## src/sv/smeter_pkg.sv

```systemverilog
// Shared types and constants for the signal meter with bar and peak hold.
// Holds the S-unit segment tables and the config register index codes.
// No dependencies.
package smeter_pkg;

	localparam int LEVELW = 13;
	localparam int OFSW = 12;
	localparam int V16W = 15;
	localparam int DBMW = 11;
	localparam int BARW = 8;
	localparam int SEGS = 9;
	localparam int DIFFW = 14;
	localparam int RECIPW = 20;
	localparam int PRODW = DIFFW + RECIPW;
	localparam int RECIP_SHIFT = 22;
	localparam int QUOTW = PRODW - RECIP_SHIFT;
	localparam int SUMW = QUOTW + 1;

	typedef logic signed [V16W-1:0] v16_t;
	typedef logic [1:0] reg_idx_t;
	typedef logic [$clog2(SEGS)-1:0] seg_t;

	localparam reg_idx_t REG_CAL = 2'd0;
	localparam reg_idx_t REG_PREAMP = 2'd1;
	localparam reg_idx_t REG_HOLD = 2'd2;
	localparam reg_idx_t REG_MODE = 2'd3;

	localparam v16_t FILTER_OFFSET = 15'sd383;
	localparam logic [BARW-1:0] HOLD_RESET = 8'd10;

	// upper bound of each segment in 1/16 dB; last segment is open
	localparam v16_t SEG_UPPER [0:SEGS-2] = '{
		-15'sd1552, -15'sd1456, -15'sd1360, -15'sd1264,
		-15'sd1168, -15'sd848, -15'sd528, -15'sd208
	};

	localparam v16_t SEG_ORIGIN [0:SEGS-1] = '{
		-15'sd1600, -15'sd1552, -15'sd1456, -15'sd1360, -15'sd1264,
		-15'sd1168, -15'sd848, -15'sd528, -15'sd208
	};

	localparam logic [BARW-1:0] SEG_BASE [0:SEGS-1] = '{
		8'd0, 8'd10, 8'd27, 8'd43, 8'd60, 8'd76, 8'd100, 8'd124, 8'd148
	};

	// ceil(slope * 2^22 / (16 * span)); exact floor for offsets below 2^14
	localparam logic [RECIPW-1:0] SEG_RECIP [0:SEGS-1] = '{
		RECIPW'(((10 << RECIP_SHIFT) + 47) / 48),
		RECIPW'(((17 << RECIP_SHIFT) + 95) / 96),
		RECIPW'(((16 << RECIP_SHIFT) + 95) / 96),
		RECIPW'(((17 << RECIP_SHIFT) + 95) / 96),
		RECIPW'(((16 << RECIP_SHIFT) + 95) / 96),
		RECIPW'(((24 << RECIP_SHIFT) + 319) / 320),
		RECIPW'(((24 << RECIP_SHIFT) + 319) / 320),
		RECIPW'(((24 << RECIP_SHIFT) + 319) / 320),
		RECIPW'(((19 << RECIP_SHIFT) + 319) / 320)
	};

endpackage

```

## src/sv/signal_meter_bar_peak_hold.sv

```systemverilog
// Signal meter: level to dBm, S-unit bar position and held peak marker.
// Depends on smeter_pkg.
//
// Usage:
//   Input channel: level (1/16 dB, signed) with in_valid / in_stall.
//   Output channel: shown, dbm_value, bar_position, peak_position with
//   out_valid / out_stall. A word moves when valid is high and stall low.
//   Config: cfg_we writes cfg_data into register cfg_index (0 calibration
//   offset, 1 preamp offset, 2 peak hold length, 3 mode); write while idle.
//   A word goes from the input register to the output registers, where
//   out_valid rises. One word is taken per cycle while in_stall is low;
//   the segment lookup, one 14x20 constant-reciprocal multiply and the
//   peak compare sit between the input and output registers.
//   When the receiver stalls, the output word holds and one more word is
//   taken into the input register; then in_stall rises until the output
//   moves.
//   Reset clears both pipeline valids, the peak and hold counter, and sets
//   the registers to offsets 0, hold length 10, metering on.
//   In off mode words pass through with shown low and zero fields; the
//   peak state is left as it was.
module signal_meter_bar_peak_hold (
	input  logic                                  clk,
	input  logic                                  arst_n,
	input  logic                                  in_valid,
	output logic                                  in_stall,
	input  logic signed [smeter_pkg::LEVELW-1:0]  level,
	output logic                                  out_valid,
	input  logic                                  out_stall,
	output logic                                  shown,
	output logic signed [smeter_pkg::DBMW-1:0]    dbm_value,
	output logic [smeter_pkg::BARW-1:0]           bar_position,
	output logic [smeter_pkg::BARW-1:0]           peak_position,
	input  logic                                  cfg_we,
	input  smeter_pkg::reg_idx_t                  cfg_index,
	input  logic [smeter_pkg::OFSW-1:0]           cfg_data
);
	import smeter_pkg::*;

	logic signed [OFSW-1:0] cal_q;
	logic signed [OFSW-1:0] preamp_q;
	logic [BARW-1:0]        hold_len_q;
	logic                   mode_q;
	logic [BARW-1:0]        peak_q;
	logic [BARW-1:0]        hold_cnt_q;

	logic valid_s1;
	v16_t v16_s1;

	logic adv_out;
	logic take_in;

	seg_t                   seg;
	logic signed [V16W:0]   diff;
	logic [PRODW-1:0]       prod;
	logic [QUOTW-1:0]       quot;
	logic [SUMW-1:0]        bar_sum;
	logic [BARW-1:0]        bar;
	v16_t                   rnd;
	logic signed [DBMW-1:0] dbm;
	logic [BARW-1:0]        peak_up;
	logic [BARW-1:0]        cnt_up;
	logic [BARW-1:0]        peak_nxt;
	logic [BARW-1:0]        cnt_nxt;

	assign adv_out = !out_valid || !out_stall;
	assign take_in = !valid_s1 || adv_out;
	assign in_stall = !take_in;

	// config registers
	always_ff @(posedge clk or negedge arst_n) begin
		if (!arst_n) begin
			cal_q <= '0;
			preamp_q <= '0;
			hold_len_q <= HOLD_RESET;
			mode_q <= 1'b0;
		end else if (cfg_we) begin
			case (cfg_index)
				REG_CAL: cal_q <= cfg_data;
				REG_PREAMP: preamp_q <= cfg_data;
				REG_HOLD: hold_len_q <= cfg_data[BARW-1:0];
				REG_MODE: mode_q <= cfg_data[0];
				default: ;
			endcase
		end
	end

	// input stage: corrected level in 1/16 dB
	always_ff @(posedge clk or negedge arst_n) begin
		if (!arst_n) begin
			valid_s1 <= 1'b0;
		end else if (take_in) begin
			valid_s1 <= in_valid;
		end
	end

	always_ff @(posedge clk) begin
		if (take_in && in_valid) begin
			v16_s1 <= V16W'(level) + V16W'(cal_q) + V16W'(preamp_q) + FILTER_OFFSET;
		end
	end

	// bar mapping, dBm and peak update
	always_comb begin
		seg = '0;
		for (int i = 0; i < SEGS - 1; i++) begin
			if (v16_s1 > SEG_UPPER[i]) begin
				seg = seg_t'(i + 1);
			end
		end
		diff = (V16W+1)'(v16_s1) - (V16W+1)'(SEG_ORIGIN[seg]);
		prod = PRODW'(diff[DIFFW-1:0]) * PRODW'(SEG_RECIP[seg]);
		quot = prod[PRODW-1:RECIP_SHIFT];
		bar_sum = SUMW'(SEG_BASE[seg]) + SUMW'(quot);
		if (diff[V16W] || bar_sum == '0) begin
			bar = BARW'(1);
		end else if (bar_sum > SUMW'(255)) begin
			bar = BARW'(255);
		end else begin
			bar = bar_sum[BARW-1:0];
		end

		// truncate toward zero
		rnd = v16_s1 + (v16_s1[V16W-1] ? 15'sd15 : 15'sd0);
		dbm = DBMW'(rnd >>> 4);

		if (bar > peak_q) begin
			peak_up = bar;
			cnt_up = '0;
		end else begin
			peak_up = peak_q;
			cnt_up = hold_cnt_q;
		end
		if (cnt_up >= hold_len_q) begin
			peak_nxt = bar;
			cnt_nxt = '0;
		end else begin
			peak_nxt = peak_up;
			cnt_nxt = cnt_up + 1'b1;
		end
	end

	always_ff @(posedge clk or negedge arst_n) begin
		if (!arst_n) begin
			out_valid <= 1'b0;
			peak_q <= '0;
			hold_cnt_q <= '0;
		end else if (adv_out) begin
			out_valid <= valid_s1;
			if (valid_s1 && !mode_q) begin
				peak_q <= peak_nxt;
				hold_cnt_q <= cnt_nxt;
			end
		end
	end

	always_ff @(posedge clk) begin
		if (adv_out && valid_s1) begin
			if (mode_q) begin
				shown <= 1'b0;
				dbm_value <= '0;
				bar_position <= '0;
				peak_position <= '0;
			end else begin
				shown <= 1'b1;
				dbm_value <= dbm;
				bar_position <= bar;
				peak_position <= peak_nxt;
			end
		end
	end

`ifndef ASSERT_OFF
	a_bar_nonzero: assert property (@(posedge clk) disable iff (!arst_n)
		out_valid && shown |-> bar_position != '0)
		else $error("bar position zero while shown");

	a_off_zero: assert property (@(posedge clk) disable iff (!arst_n)
		out_valid && !shown |-> dbm_value == '0 && bar_position == '0 && peak_position == '0)
		else $error("fields not cleared in off mode");

	a_peak_ge_bar: assert property (@(posedge clk) disable iff (!arst_n)
		out_valid && shown |-> peak_position >= bar_position)
		else $error("peak marker below bar");

	a_stall_full: assert property (@(posedge clk) disable iff (!arst_n)
		in_stall |-> valid_s1 && out_valid && out_stall)
		else $error("input stalled with room in pipeline");

	a_peak_follows: assert property (@(posedge clk) disable iff (!arst_n)
		adv_out && valid_s1 && mode_q |=> $stable(peak_q) && $stable(hold_cnt_q))
		else $error("peak state changed in off mode");
`endif

endmodule

```

## config.mk

```make
export PLATFORM = sky130hd
export DESIGN_NAME = signal_meter_bar_peak_hold
export DESIGN_NICKNAME = d
export VERILOG_FILES = /design/src/sv/smeter_pkg.sv /design/src/sv/signal_meter_bar_peak_hold.sv
export SDC_FILE = /design/constraint.sdc
export NUM_CORES = 1
export LEC_CHECK = 0
export BUFFER_PORTS_ARGS = -buffer_cell sky130_fd_sc_hd__clkbuf_2
export CORE_MARGIN = 2
export CORE_UTILIZATION = 60
export DETAILED_ROUTE_END_ITERATION = 7
export PLACE_DENSITY = 0.82
export SYNTH_ARGS = -nofsm -noshare
export SYNTH_HDL_FRONTEND = slang
export SYNTH_SLANG_ARGS = --single-unit
```

## constraint.sdc

```tcl
create_clock -name clk -period 18.1 [get_ports clk]
set_input_delay 1.81 -clock clk [delete_from_list [all_inputs] [get_ports clk]]
set_output_delay 1.81 -clock clk [all_outputs]
set_load 0.1 [all_outputs]
```

Yosys cells after proc, flatten, opt, wreduce, memory -nomap -nowiden
Memory sizes are Yosys's and may differ from the RTL's.
Index checks and enable logic that the tools add are counted.

storage, ports and cells
  register bits after elaboration = 94
  bits in read-only memories = 688
  input port bits = 32
  output and inout port bits = 30
  logic and storage cells = 80
  memories kept = 3

operators by class
  add/subtract/negate cells = 7
  multiply operators = 1
  order comparisons = 12
  eq/ne operators = 3
  multiplexer cells = 22
  bitwise logic cells = 1
  reductions and logical operators = 18

memories
  memory           depth  width  rd ports  clocked after Yosys merged registers in  write ports  RTL line                           RTL
  (no name shown)  16     20     1         0                                        0            signal_meter_bar_peak_hold.sv:111  prod = PRODW'(diff[DIFFW-1:0]) * PRODW'(SEG_RECIP[seg]);
  (no name shown)  16     15     1         0                                        0            signal_meter_bar_peak_hold.sv:110  diff = (V16W+1)'(v16_s1) - (V16W+1)'(SEG_ORIGIN[seg]);
  (no name shown)  16     8      1         0                                        0            signal_meter_bar_peak_hold.sv:113  bar_sum = SUMW'(SEG_BASE[seg]) + SUMW'(quot);

operators by type and width
  kind                                                                     count
  15-bit by 12-bit > comparator with 1-bit output (second input constant)  5
  8-bit two-way mux                                                        8
  20-bit two-way mux                                                       2
  14-bit by 20-bit multiplier with 34-bit output                           1
  4-bit two-way mux                                                        8
  15-bit by 11-bit > comparator with 1-bit output (second input constant)  2
  15-bit two-way mux                                                       2
  15-bit by 15-bit subtractor with 16-bit output                           1
  14-bit by 12-bit adder with 15-bit output                                1
  15-bit by 10-bit adder with 15-bit output (second input constant)        1
  15-bit by 5-bit adder with 15-bit output                                 1
  15-bit by 9-bit > comparator with 1-bit output (second input constant)   1
  13-bit by 12-bit adder with 14-bit output                                1
  8-bit by 12-bit adder with 13-bit output                                 1
  13-bit by 8-bit > comparator with 1-bit output (second input constant)   1
  13-bit zero test                                                         1
  2-bit AND reduction                                                      5
  8-bit by 1-bit adder with 8-bit output (second input constant)           1
  8-bit greater-or-equal comparator                                        1
  8-bit > comparator                                                       1
  5-bit greater-or-equal comparator (second input constant)                1
  1-bit zero test                                                          5
  4-bit NOT with 5-bit output                                              1
  2-bit == test (second input constant)                                    2
  5 further kinds                                                          10

Logic depth before layout (Yosys ltp)
Gate-level depths: netlist of run 1.

  word-level depth = 23
  mapped depth = 78
  depth with buffers taken out = 74

Least setup slack after synthesis of run 1
No wires, ideal clock.

  path type = flip-flop to flip-flop
  from = reg v16_s1[1]
  to = reg peak_position[1] (netlist name) (data pin)
  arrival = 15404 ps
  data required time = 17838 ps
  setup slack = 2433 ps
  cell stages (with the launch flop) = 74
  period minus slack after synthesis = 15667 ps
  path through = edfxtp_1 -> clkbuf_1 -> or4_1 -> a41o_1 -> a31oi_1 -> a21oi_1 -> a2111oi_2 -> nand2b_1 -> ha_1 -> nand2_1 -> o21ai_0 -> nand2_1 -> inv_1 -> ha_1 -> nor2b_1 -> o21ai_0 -> nand2b_1 -> a21o_1 -> (+38 left out) -> o21a_1 -> o21a_1 -> o21ai_0 -> a21oi_1 -> o21ai_1 -> nand2_1 -> ha_1 -> nand2b_1 -> a21o_1 -> a21o_1 -> a21o_1 -> a21o_1 -> a2111oi_0 -> o21ai_1 -> or3b_2 -> clkbuf_1 -> o2bb2ai_1 -> o21bai_1

on the way
  cells in the longest elaborated chain, start to end = 23

RTL lines
  element                                                                                    RTL line                                                                                                 RTL
  start, declared                                                                            signal_meter_bar_peak_hold.sv:47                                                                         v16_t v16_s1;
  start signal, assigned                                                                     signal_meter_bar_peak_hold.sv:98                                                                         v16_s1 <= V16W'(level) + V16W'(cal_q) + V16W'(preamp_q) + FILTER_OFFSET;
  15-bit by 12-bit > comparator with 1-bit output                                            signal_meter_bar_peak_hold.sv:106                                                                        if (v16_s1 > SEG_UPPER[i]) begin
  1-bit two-way mux                                                                          signal_meter_bar_peak_hold.sv:106
  4-bit two-way mux (7 in series)                                                            signal_meter_bar_peak_hold.sv:106
  4-bit NOT with 5-bit output (implied by the code)                                          signal_meter_bar_peak_hold.sv:110, signal_meter_bar_peak_hold.sv:111, signal_meter_bar_peak_hold.sv:113
  memory read 16 x 15 bit                                                                    --
  15-bit two-way mux (implied by the code) (2 in series)                                     signal_meter_bar_peak_hold.sv:110
  15-bit by 15-bit subtractor with 16-bit output                                             signal_meter_bar_peak_hold.sv:110
  14-bit by 20-bit multiplier with 34-bit output                                             signal_meter_bar_peak_hold.sv:111
  8-bit by 12-bit adder with 13-bit output                                                   signal_meter_bar_peak_hold.sv:113
  13-bit by 8-bit > comparator with 1-bit output / 13-bit zero test (equally long branches)  signal_meter_bar_peak_hold.sv:116, signal_meter_bar_peak_hold.sv:114
  8-bit two-way mux / 1-bit logical OR (equally long branches)                               signal_meter_bar_peak_hold.sv:116, signal_meter_bar_peak_hold.sv:114
  8-bit two-way mux *                                                                        signal_meter_bar_peak_hold.sv:114                                                                        if (diff[V16W] || bar_sum == '0) begin
  named net bar[1]                                                                           signal_meter_bar_peak_hold.sv:57                                                                         logic [BARW-1:0] bar;
  8-bit > comparator                                                                         signal_meter_bar_peak_hold.sv:126                                                                        if (bar > peak_q) begin
  8-bit two-way mux                                                                          signal_meter_bar_peak_hold.sv:126
  8-bit greater-or-equal comparator                                                          signal_meter_bar_peak_hold.sv:133                                                                        if (cnt_up >= hold_len_q) begin
  8-bit two-way mux *                                                                        signal_meter_bar_peak_hold.sv:133
  end signal, assigned                                                                       signal_meter_bar_peak_hold.sv:167                                                                        peak_position <= peak_nxt;
  end, declared                                                                              signal_meter_bar_peak_hold.sv:32                                                                         output logic [smeter_pkg::BARW-1:0] peak_position,

Mark *: on every way through the listed nets, which the timed path passes. The rest lies on a longest branch. The select of a mux whose other input is x is not followed.
A chain may end at the register's enable or synchronous reset.

Worst setup path in the final report of run 1
  from = reg v16_s1[2]
  to = reg peak_position[1] (netlist name) (data pin)

on the way
  cells in the longest elaborated chain, start to end = 23

RTL lines
  element                                                                                    RTL line
  15-bit by 12-bit > comparator with 1-bit output                                            signal_meter_bar_peak_hold.sv:106
  1-bit two-way mux                                                                          signal_meter_bar_peak_hold.sv:106
  4-bit two-way mux (7 in series)                                                            signal_meter_bar_peak_hold.sv:106
  4-bit NOT with 5-bit output (implied by the code)                                          signal_meter_bar_peak_hold.sv:110, signal_meter_bar_peak_hold.sv:111, signal_meter_bar_peak_hold.sv:113
  memory read 16 x 15 bit                                                                    --
  15-bit two-way mux (implied by the code) (2 in series)                                     signal_meter_bar_peak_hold.sv:110
  15-bit by 15-bit subtractor with 16-bit output                                             signal_meter_bar_peak_hold.sv:110
  14-bit by 20-bit multiplier with 34-bit output                                             signal_meter_bar_peak_hold.sv:111
  8-bit by 12-bit adder with 13-bit output                                                   signal_meter_bar_peak_hold.sv:113
  13-bit by 8-bit > comparator with 1-bit output / 13-bit zero test (equally long branches)  signal_meter_bar_peak_hold.sv:116, signal_meter_bar_peak_hold.sv:114
  8-bit two-way mux / 1-bit logical OR (equally long branches)                               signal_meter_bar_peak_hold.sv:116, signal_meter_bar_peak_hold.sv:114
  8-bit two-way mux *                                                                        signal_meter_bar_peak_hold.sv:114
  named net bar[2]                                                                           signal_meter_bar_peak_hold.sv:57
  8-bit > comparator *                                                                       signal_meter_bar_peak_hold.sv:126
  8-bit two-way mux                                                                          signal_meter_bar_peak_hold.sv:126
  8-bit greater-or-equal comparator                                                          signal_meter_bar_peak_hold.sv:133
  8-bit two-way mux *                                                                        signal_meter_bar_peak_hold.sv:133

Marked as above.

==> results of run 1 <==
worst max-delay path by stage:
stage | startpoint | end | slack (ns) | cells after the start
after CTS | v16_s1[6] | peak_q[7] | 0.1 | 71
final | v16_s1[2] | peak_position[1] | 0.97 | 71
after global routing | v16_s1[3] | peak_position[1] | -0.08 | 73
after global placement | v16_s1[6] | peak_position[7] | 0.86 | 72
after floorplan | v16_s1[1] | peak_position[1] | 2.43 | 73
after detailed placement | v16_s1[6] | peak_q[2] | 0.12 | 72
what timing repair did:
action | 4_1_cts | 5_1_grt
hold endpoints to repair | 0 | 0
endpoints found under the setup margin | 2 | 24
resized for setup | 1 | 10
buffers inserted | 0 | 4
pin swaps | 0 | 1
cell usage after synthesis, types with 6 or more instances:
library cell	instances
and2_1	38
nand2_1	126
a211oi_1	9
o21ai_0	66
a21o_1	31
o21ai_1	8
a31oi_1	14
fa_1	181
edfxtp_1	43
buf_2	8
o21bai_1	9
clkbuf_1	25
o2bb2a_1	6
nor3_1	8
inv_1	312
xnor2_1	26
nand2b_1	22
and3_1	20
or2_2	6
nand4_1	9
mux2_2	26
ha_1	166
a21oi_1	65
xor2_1	23
o21a_1	8
nor2_1	76
nand3_1	27
dfrtp_1	49
nor2b_1	11
layer usage:
| metal | wire length [um] | track usage [%] | up-vias |
|---|---|---|---|
| li1 | - | - | 4946 |
| met1 | 13500 | 36.1 | 5189 |
| met2 | 16500 | 50.8 | 392 |
| met3 | 2140 | 5.17 | 93 |
| met4 | 1880 | 15.2 | 0 |
| met5 | 0 | 0 | - |
cell families after synthesis:
logic type               after synthesis
adder cells (fa/ha/maj)              347
multiplexers                          27
flip-flops                            94
XOR/XNOR                              51
AND/OR/NAND/NOR                      365
AO/OA/AOI/OAI                        258
buffers and inverters                351
final cells by class:
cell class | count | share of cell area, %
flip-flops and latches | 94 | 17.4
repair buffers | 77 | 2.96
inverters | 312 | 7.91
multi-input cells | 1048 | 67.3
clock inverters | 7 | 0.549
well taps | 285 | 2.41
clock buffers | 9 | 1.52
stage by stage:
step / cell area [sq um] / setup TNS [ns] / utilization, % / hold slack, ns
after floorplan: 13800 / 0 / - / 0.439
after global placement: 14400 / 0 / 63.6 / 0.494
after detailed placement: 14400 / 0 / 63.6 / 0.490
after CTS: 14700 / 0 / 65.0 / 0.497
after global routing: 14800 / -0.658 / 65.4 / 0.514
final: 14800 / 0 / 65.4 / 0.491
flip-flops by register name, indices dropped and copies added, names as in the netlist:
signal	cells
peak_position	8
valid_s1	1
peak_q	8
hold_len_q	8
mode_q	1
shown	1
hold_cnt_q	8
v16_s1	15
cal_q	12
dbm_value	11
bar_position	8
out_valid	1
preamp_q	12
layout by cell type, fill, tap and decap left out, drive strengths merged, types with 6 or more instances in the layout:
master,n
nor2,76
a21oi,65
xnor2,28
ha,166
mux2,26
and3,20
or2,6
buf,16
a21o,31
clkbuf,70
a31oi,14
o2bb2a,6
nand3,27
a211oi,10
nor2b,11
o21bai,9
a2111oi,7
xor2,23
o21ai,74
inv,314
o21a,8
and2,39
dfrtp,49
nor3,9
nand2,126
edfxtp,43
nand2b,22
nand4,9
fa,181
==> run metrics, run 1 <==
cts hold-fix bufs=0; highest clock frequency the design can meet=58.4 MHz; worst-path maximum fanout=17; combined area of all synthesized cells=13800 sq um; largest clock skew in the final design=0.0132 ns; Total GRT Usage=29.6%; count of yosys warnings during synthesis=0; crit-path leading delay family=compound AO/OA/AOI/OAI gates; Net count, final=1921; Synthesized Nets=1872; area growth from synthesis to layout=7.10%; Max-slew headroom=20.7%; classification of the worst setup path=flop to flop; gate count after technology mapping=1493; count of distinct cell types in the synthesized netlist=67; Worst Setup End Kind=flop; antenna violations before repair=0; endpoint of the worst hold-timing path=hold_cnt_q[7]; cell count after placement=1812; total clock buffers created by CTS=9; Filler Cells Inserted=1834; Antenna Violating Nets Remaining=0; floorplan core area=22600 sq um; share of the synthesized area in compound gates (AO/OA/AOI/OAI)=11.9%; Sequential Area=2570 sq um; number of max-slew violations in the final report=0; total area of multi-input combinational cells=9960 sq um; mux contribution to synthesized area=2.19%; worst setup slack before clock tree synthesis=0.124 ns; portion of the post-synthesis area used by sequential elements=18.6%; starting density of the core=61.0%; Die X-Extent=156 um; adder and majority gate portion of the synthesized area=41.2%; Synth async-reset ratio=54.3%; maximum number of pins on one net before global-route repair=52; Synth area leader=fa_1; transition time of the tightest slew-check pin=1.18 ns; via total after detailed routing=10620; Worst-Skew Late Latency=0.35 ns; count of input and output buffers=61; DRC Markers=0; share of the synthesized area in the top cell type=26.2%; startpoint of the worst hold path=hold_cnt_q[7]; diodes inserted=0; die height=156 um; final worst slack=0.966 ns; area enclosed by the die boundary=24300 sq um; total detailed-routing wirelength=34.1 mm; filler-free cell count of the finished design=1832; count of state elements after synthesis=94; beginning of the worst register-to-register path=v16_s1[2]; clock net sink count=94; crit path launch type=flop; Most used DFF post-synth=dfrtp_1; final setup violation count=0; final hold vios=0; clock tree from TritonCTS=done; share of the clock period used by the worst path after layout=94.7%; wire length of the first global-routing pass=56.1 mm; estimated wirelength of the detail-placed design=28.4 mm; Mapped Avg Cell Area=9.26 sq um; Hold Path Cell Cnt=1; number of synthesized flops with an enable pin=43; main combinational cell family by area after synthesis=adder cells; clk buf depth=2; required time of the worst setup path=18.19 ns; count of boundary I/O pins=62; number of detailed-route iterations in the first pass=5; arrival time worst endpoint=17.22 ns; r2r setup slk=0.97 ns; Reg clk slew, reported paths=0.07 ns; Hold WC Path Type=flop to flop; result of the run=completed; H-tree depth reported by CTS=3; via count of the first global-routing pass=11271; shortest clock period the worst path allows after layout=17.13 ns; proportion of layout cells with a drive suffix above 1=9.37%; share of the synthesized netlist area taken by xor and xnor gates=3.34%; cell type with the highest occurrence count on the critical path=a21o_1; maxcap violations=0; RePlAce Congestion=0.965; slowest cell on the critical path=or4_1; root buf cell=clkbuf_16; simple-gate area share of the yosys netlist=13.0%; via count normalized by instance count=5.80; biggest area contributors in the synthesized netlist=fa_1 26%, ha_1 15%, edfxtp_1 9.3%; row cnt=55; drt wl/cell=18.6 um; CP max stage delay=0.62 ns; initial detailed-routing violation count=760; worst reg2reg path depth=71; end of the worst register-to-register path=peak_position[1]; count of buffer and inverter cells on the critical path=8; remaining global-route overflow=0
Power of run 1 is not shown: default switching activity piles up to over one toggle a cycle in this logic, so the estimate is an artifact.
==> run 2, diff against run 1 <==
--- a/config.mk
+++ b/config.mk
@@ -6,10 +6,12 @@
 export NUM_CORES = 1
 export LEC_CHECK = 0
 export BUFFER_PORTS_ARGS = -buffer_cell sky130_fd_sc_hd__clkbuf_2
+export CELL_PAD_IN_SITES_DETAIL_PLACEMENT = 0
+export CELL_PAD_IN_SITES_GLOBAL_PLACEMENT = 1
 export CORE_MARGIN = 2
-export CORE_UTILIZATION = 60
+export CORE_UTILIZATION = 50
 export DETAILED_ROUTE_END_ITERATION = 7
-export PLACE_DENSITY = 0.82
+export PLACE_DENSITY = 0.87
 export SYNTH_ARGS = -nofsm -noshare
 export SYNTH_HDL_FRONTEND = slang
 export SYNTH_SLANG_ARGS = --single-unit
==> run 2 against run 1 <==
  * Final area is 0.54% higher
  * Worst hold slack better by 0.0095 ns
  * Register-to-register slack better by 0.08 ns
  * Clock skew shrank 0.0011 ns
  * Core utilization is 10 points lower
  * Count of clock-buffer cells in the layout did not move
==> run metrics, run 2 (synthesis gave the netlist of run 1 again) <==
initial detailed-routing violation count=793; metal3 WL=1.92 mm; transition time of the tightest slew-check pin=1.17 ns; Worst Setup End Kind=flop; via count of the first global-routing pass=10816; arrival time worst endpoint=17.14 ns; number of max-slew violations in the final report=0; startpoint of the worst hold path=hold_cnt_q[7]; shortest clock period the worst path allows after layout=17.05 ns; Total GRT Usage=25.1%; slowest cell on the critical path=fa_1; classification of the worst setup path=flop to flop; maximum number of pins on one net before global-route repair=52; row cnt=60; worst setup slack before clock tree synthesis=0.00714 ns; CP max stage delay=0.63 ns; Antenna Violating Nets Remaining=0; most common cell after layout, fill and taps aside=inv_1; Critical path destination=peak_position[7]; leading registers by flop count=v16_s1: 15 flops, cal_q: 12 flops, preamp_q: 12 flops; core occupancy in the finished layout=55.1%; top routing layer in use=met4; area growth from synthesis to layout=7.68%; Met1 Routed Length=14.4 mm; RePlAce Congestion=0.934; drt wl/cell=18.3 um; largest register by flop count=v16_s1; via count normalized by instance count=5.54; met2 routed WL=17.0 mm; maxcap violations=0; diodes inserted=0; count of input and output buffers=61; end of the worst register-to-register path=peak_position[7]; launch point of the worst path=v16_s1[1]; Net count, final=1923; Filler Cells Inserted=2474; clock tree from TritonCTS=done; area enclosed by the die boundary=29000 sq um; worst reg2reg path depth=70; clock net sink count=94; estimated wirelength of the detail-placed design=29.1 mm; hold slack=0.501 ns; result of the run=completed; clk buf depth=2; total clock buffers created by CTS=9; largest clock skew in the final design=0.0121 ns; r2r setup slk=1.05 ns; Die X-Extent=170 um; die height=170 um; final setup violation count=0; highest clock frequency the design can meet=58.7 MHz; Reg clk slew, reported paths=0.08 ns; Hold WC Path Type=flop to flop; via total after detailed routing=10466; DRC Markers=0; floorplan core area=27000 sq um; final worst slack=1.05 ns; H-tree depth reported by CTS=3; proportion of layout cells with a drive suffix above 1=9.62%; cell type with the highest occurrence count on the critical path=a21o_1; final total negative setup slack=0 ns; required time of the worst setup path=18.19 ns; total detailed-routing wirelength=34.5 mm; worst-path maximum fanout=14; count of boundary I/O pins=62; beginning of the worst register-to-register path=v16_s1[1]; Worst-Skew Late Latency=0.35 ns; Max-slew headroom=21.9%; crit path launch type=flop; share of the clock period used by the worst path after layout=94.2%; antenna violations before repair=0; most frequent cells in the layout=312 x inv_1, 181 x fa_1, 166 x ha_1; remaining global-route overflow=0; starting density of the core=51.1%; final hold vios=0; number of detailed-route iterations in the first pass=7; wire length of the first global-routing pass=56.1 mm; root buf cell=clkbuf_16; flip-flop count of the largest register, all copies and words added=15
run 2: changes by cell type in the layout (fill, tap and decap cells not counted), sizes merged:
| cell | change |
|---|---|
| buf | +2 |
| bufinv | -1 |
| clkinvlp | +1 |
run 2: cell type report:
| class | instances | area (sq um) | share of cell area (%) |
|---|---|---|---|
| clock inverters | 7 | 67.6 | 0.454 |
| multi-input cells | 1048 | 9980 | 67.1 |
| repair buffers | 79 | 440 | 2.96 |
| well taps | 341 | 427 | 2.87 |
| inverters | 312 | 1170 | 7.87 |
| flip-flops and latches | 94 | 2570 | 17.3 |
| clock buffers | 9 | 225 | 1.51 |
run 2: repair_timing:
| action | CTS | global route |
|---|---|---|
| gates cloned | 0 | 0 |
| setup buffers | 0 | 3 |
| pin swaps | 0 | 2 |
| resized for setup | 1 | 13 |
| endpoints found under the setup margin | 14 | 24 |
| hold buffers | 0 | 0 |
run 2: how the worst min path moves through the flow:
stage               endpoint  slack [ns]  cells after the start
4_1_cts        hold_len_q[6]        0.51                      1
2_1_floorplan  hold_cnt_q[7]        0.44                      1
3_3_place_gp   hold_cnt_q[7]        0.49                      1
3_5_place_dp   hold_len_q[6]        0.49                      1
5_1_grt        hold_len_q[2]        0.53                      1
6_report       hold_cnt_q[7]        0.50                      1
run 2: layer usage:
metal | up-vias | track usage (%)
li1 | 4946 | -
met1 | 5111 | 32.0
met2 | 344 | 43.6
met3 | 65 | 3.51
met4 | 0 | 9.14
met5 | - | 0
run 2: metrics by stage:
step,instance area [sq um],instances
final,14900,1890
after global placement,14500,1871
after detailed placement,14500,1871
after global routing,14900,1890
after floorplan,13800,1493
after CTS,14800,1887
run 2: worst max-delay path, delay by kind of cell, from the launching register on:
family / cells / cell delay, ns
AO/OA/AOI/OAI: 34 / 6.96
XOR/XNOR: 2 / 0.50
adder cells (fa/ha/maj): 12 / 5.00
buffers and inverters: 6 / 0.40
flip-flops: 1 / 0.60
multiplexers: 1 / 0.15
AND/OR/NAND/NOR: 15 / 3.17
Power of run 2 is left out for the same reason.
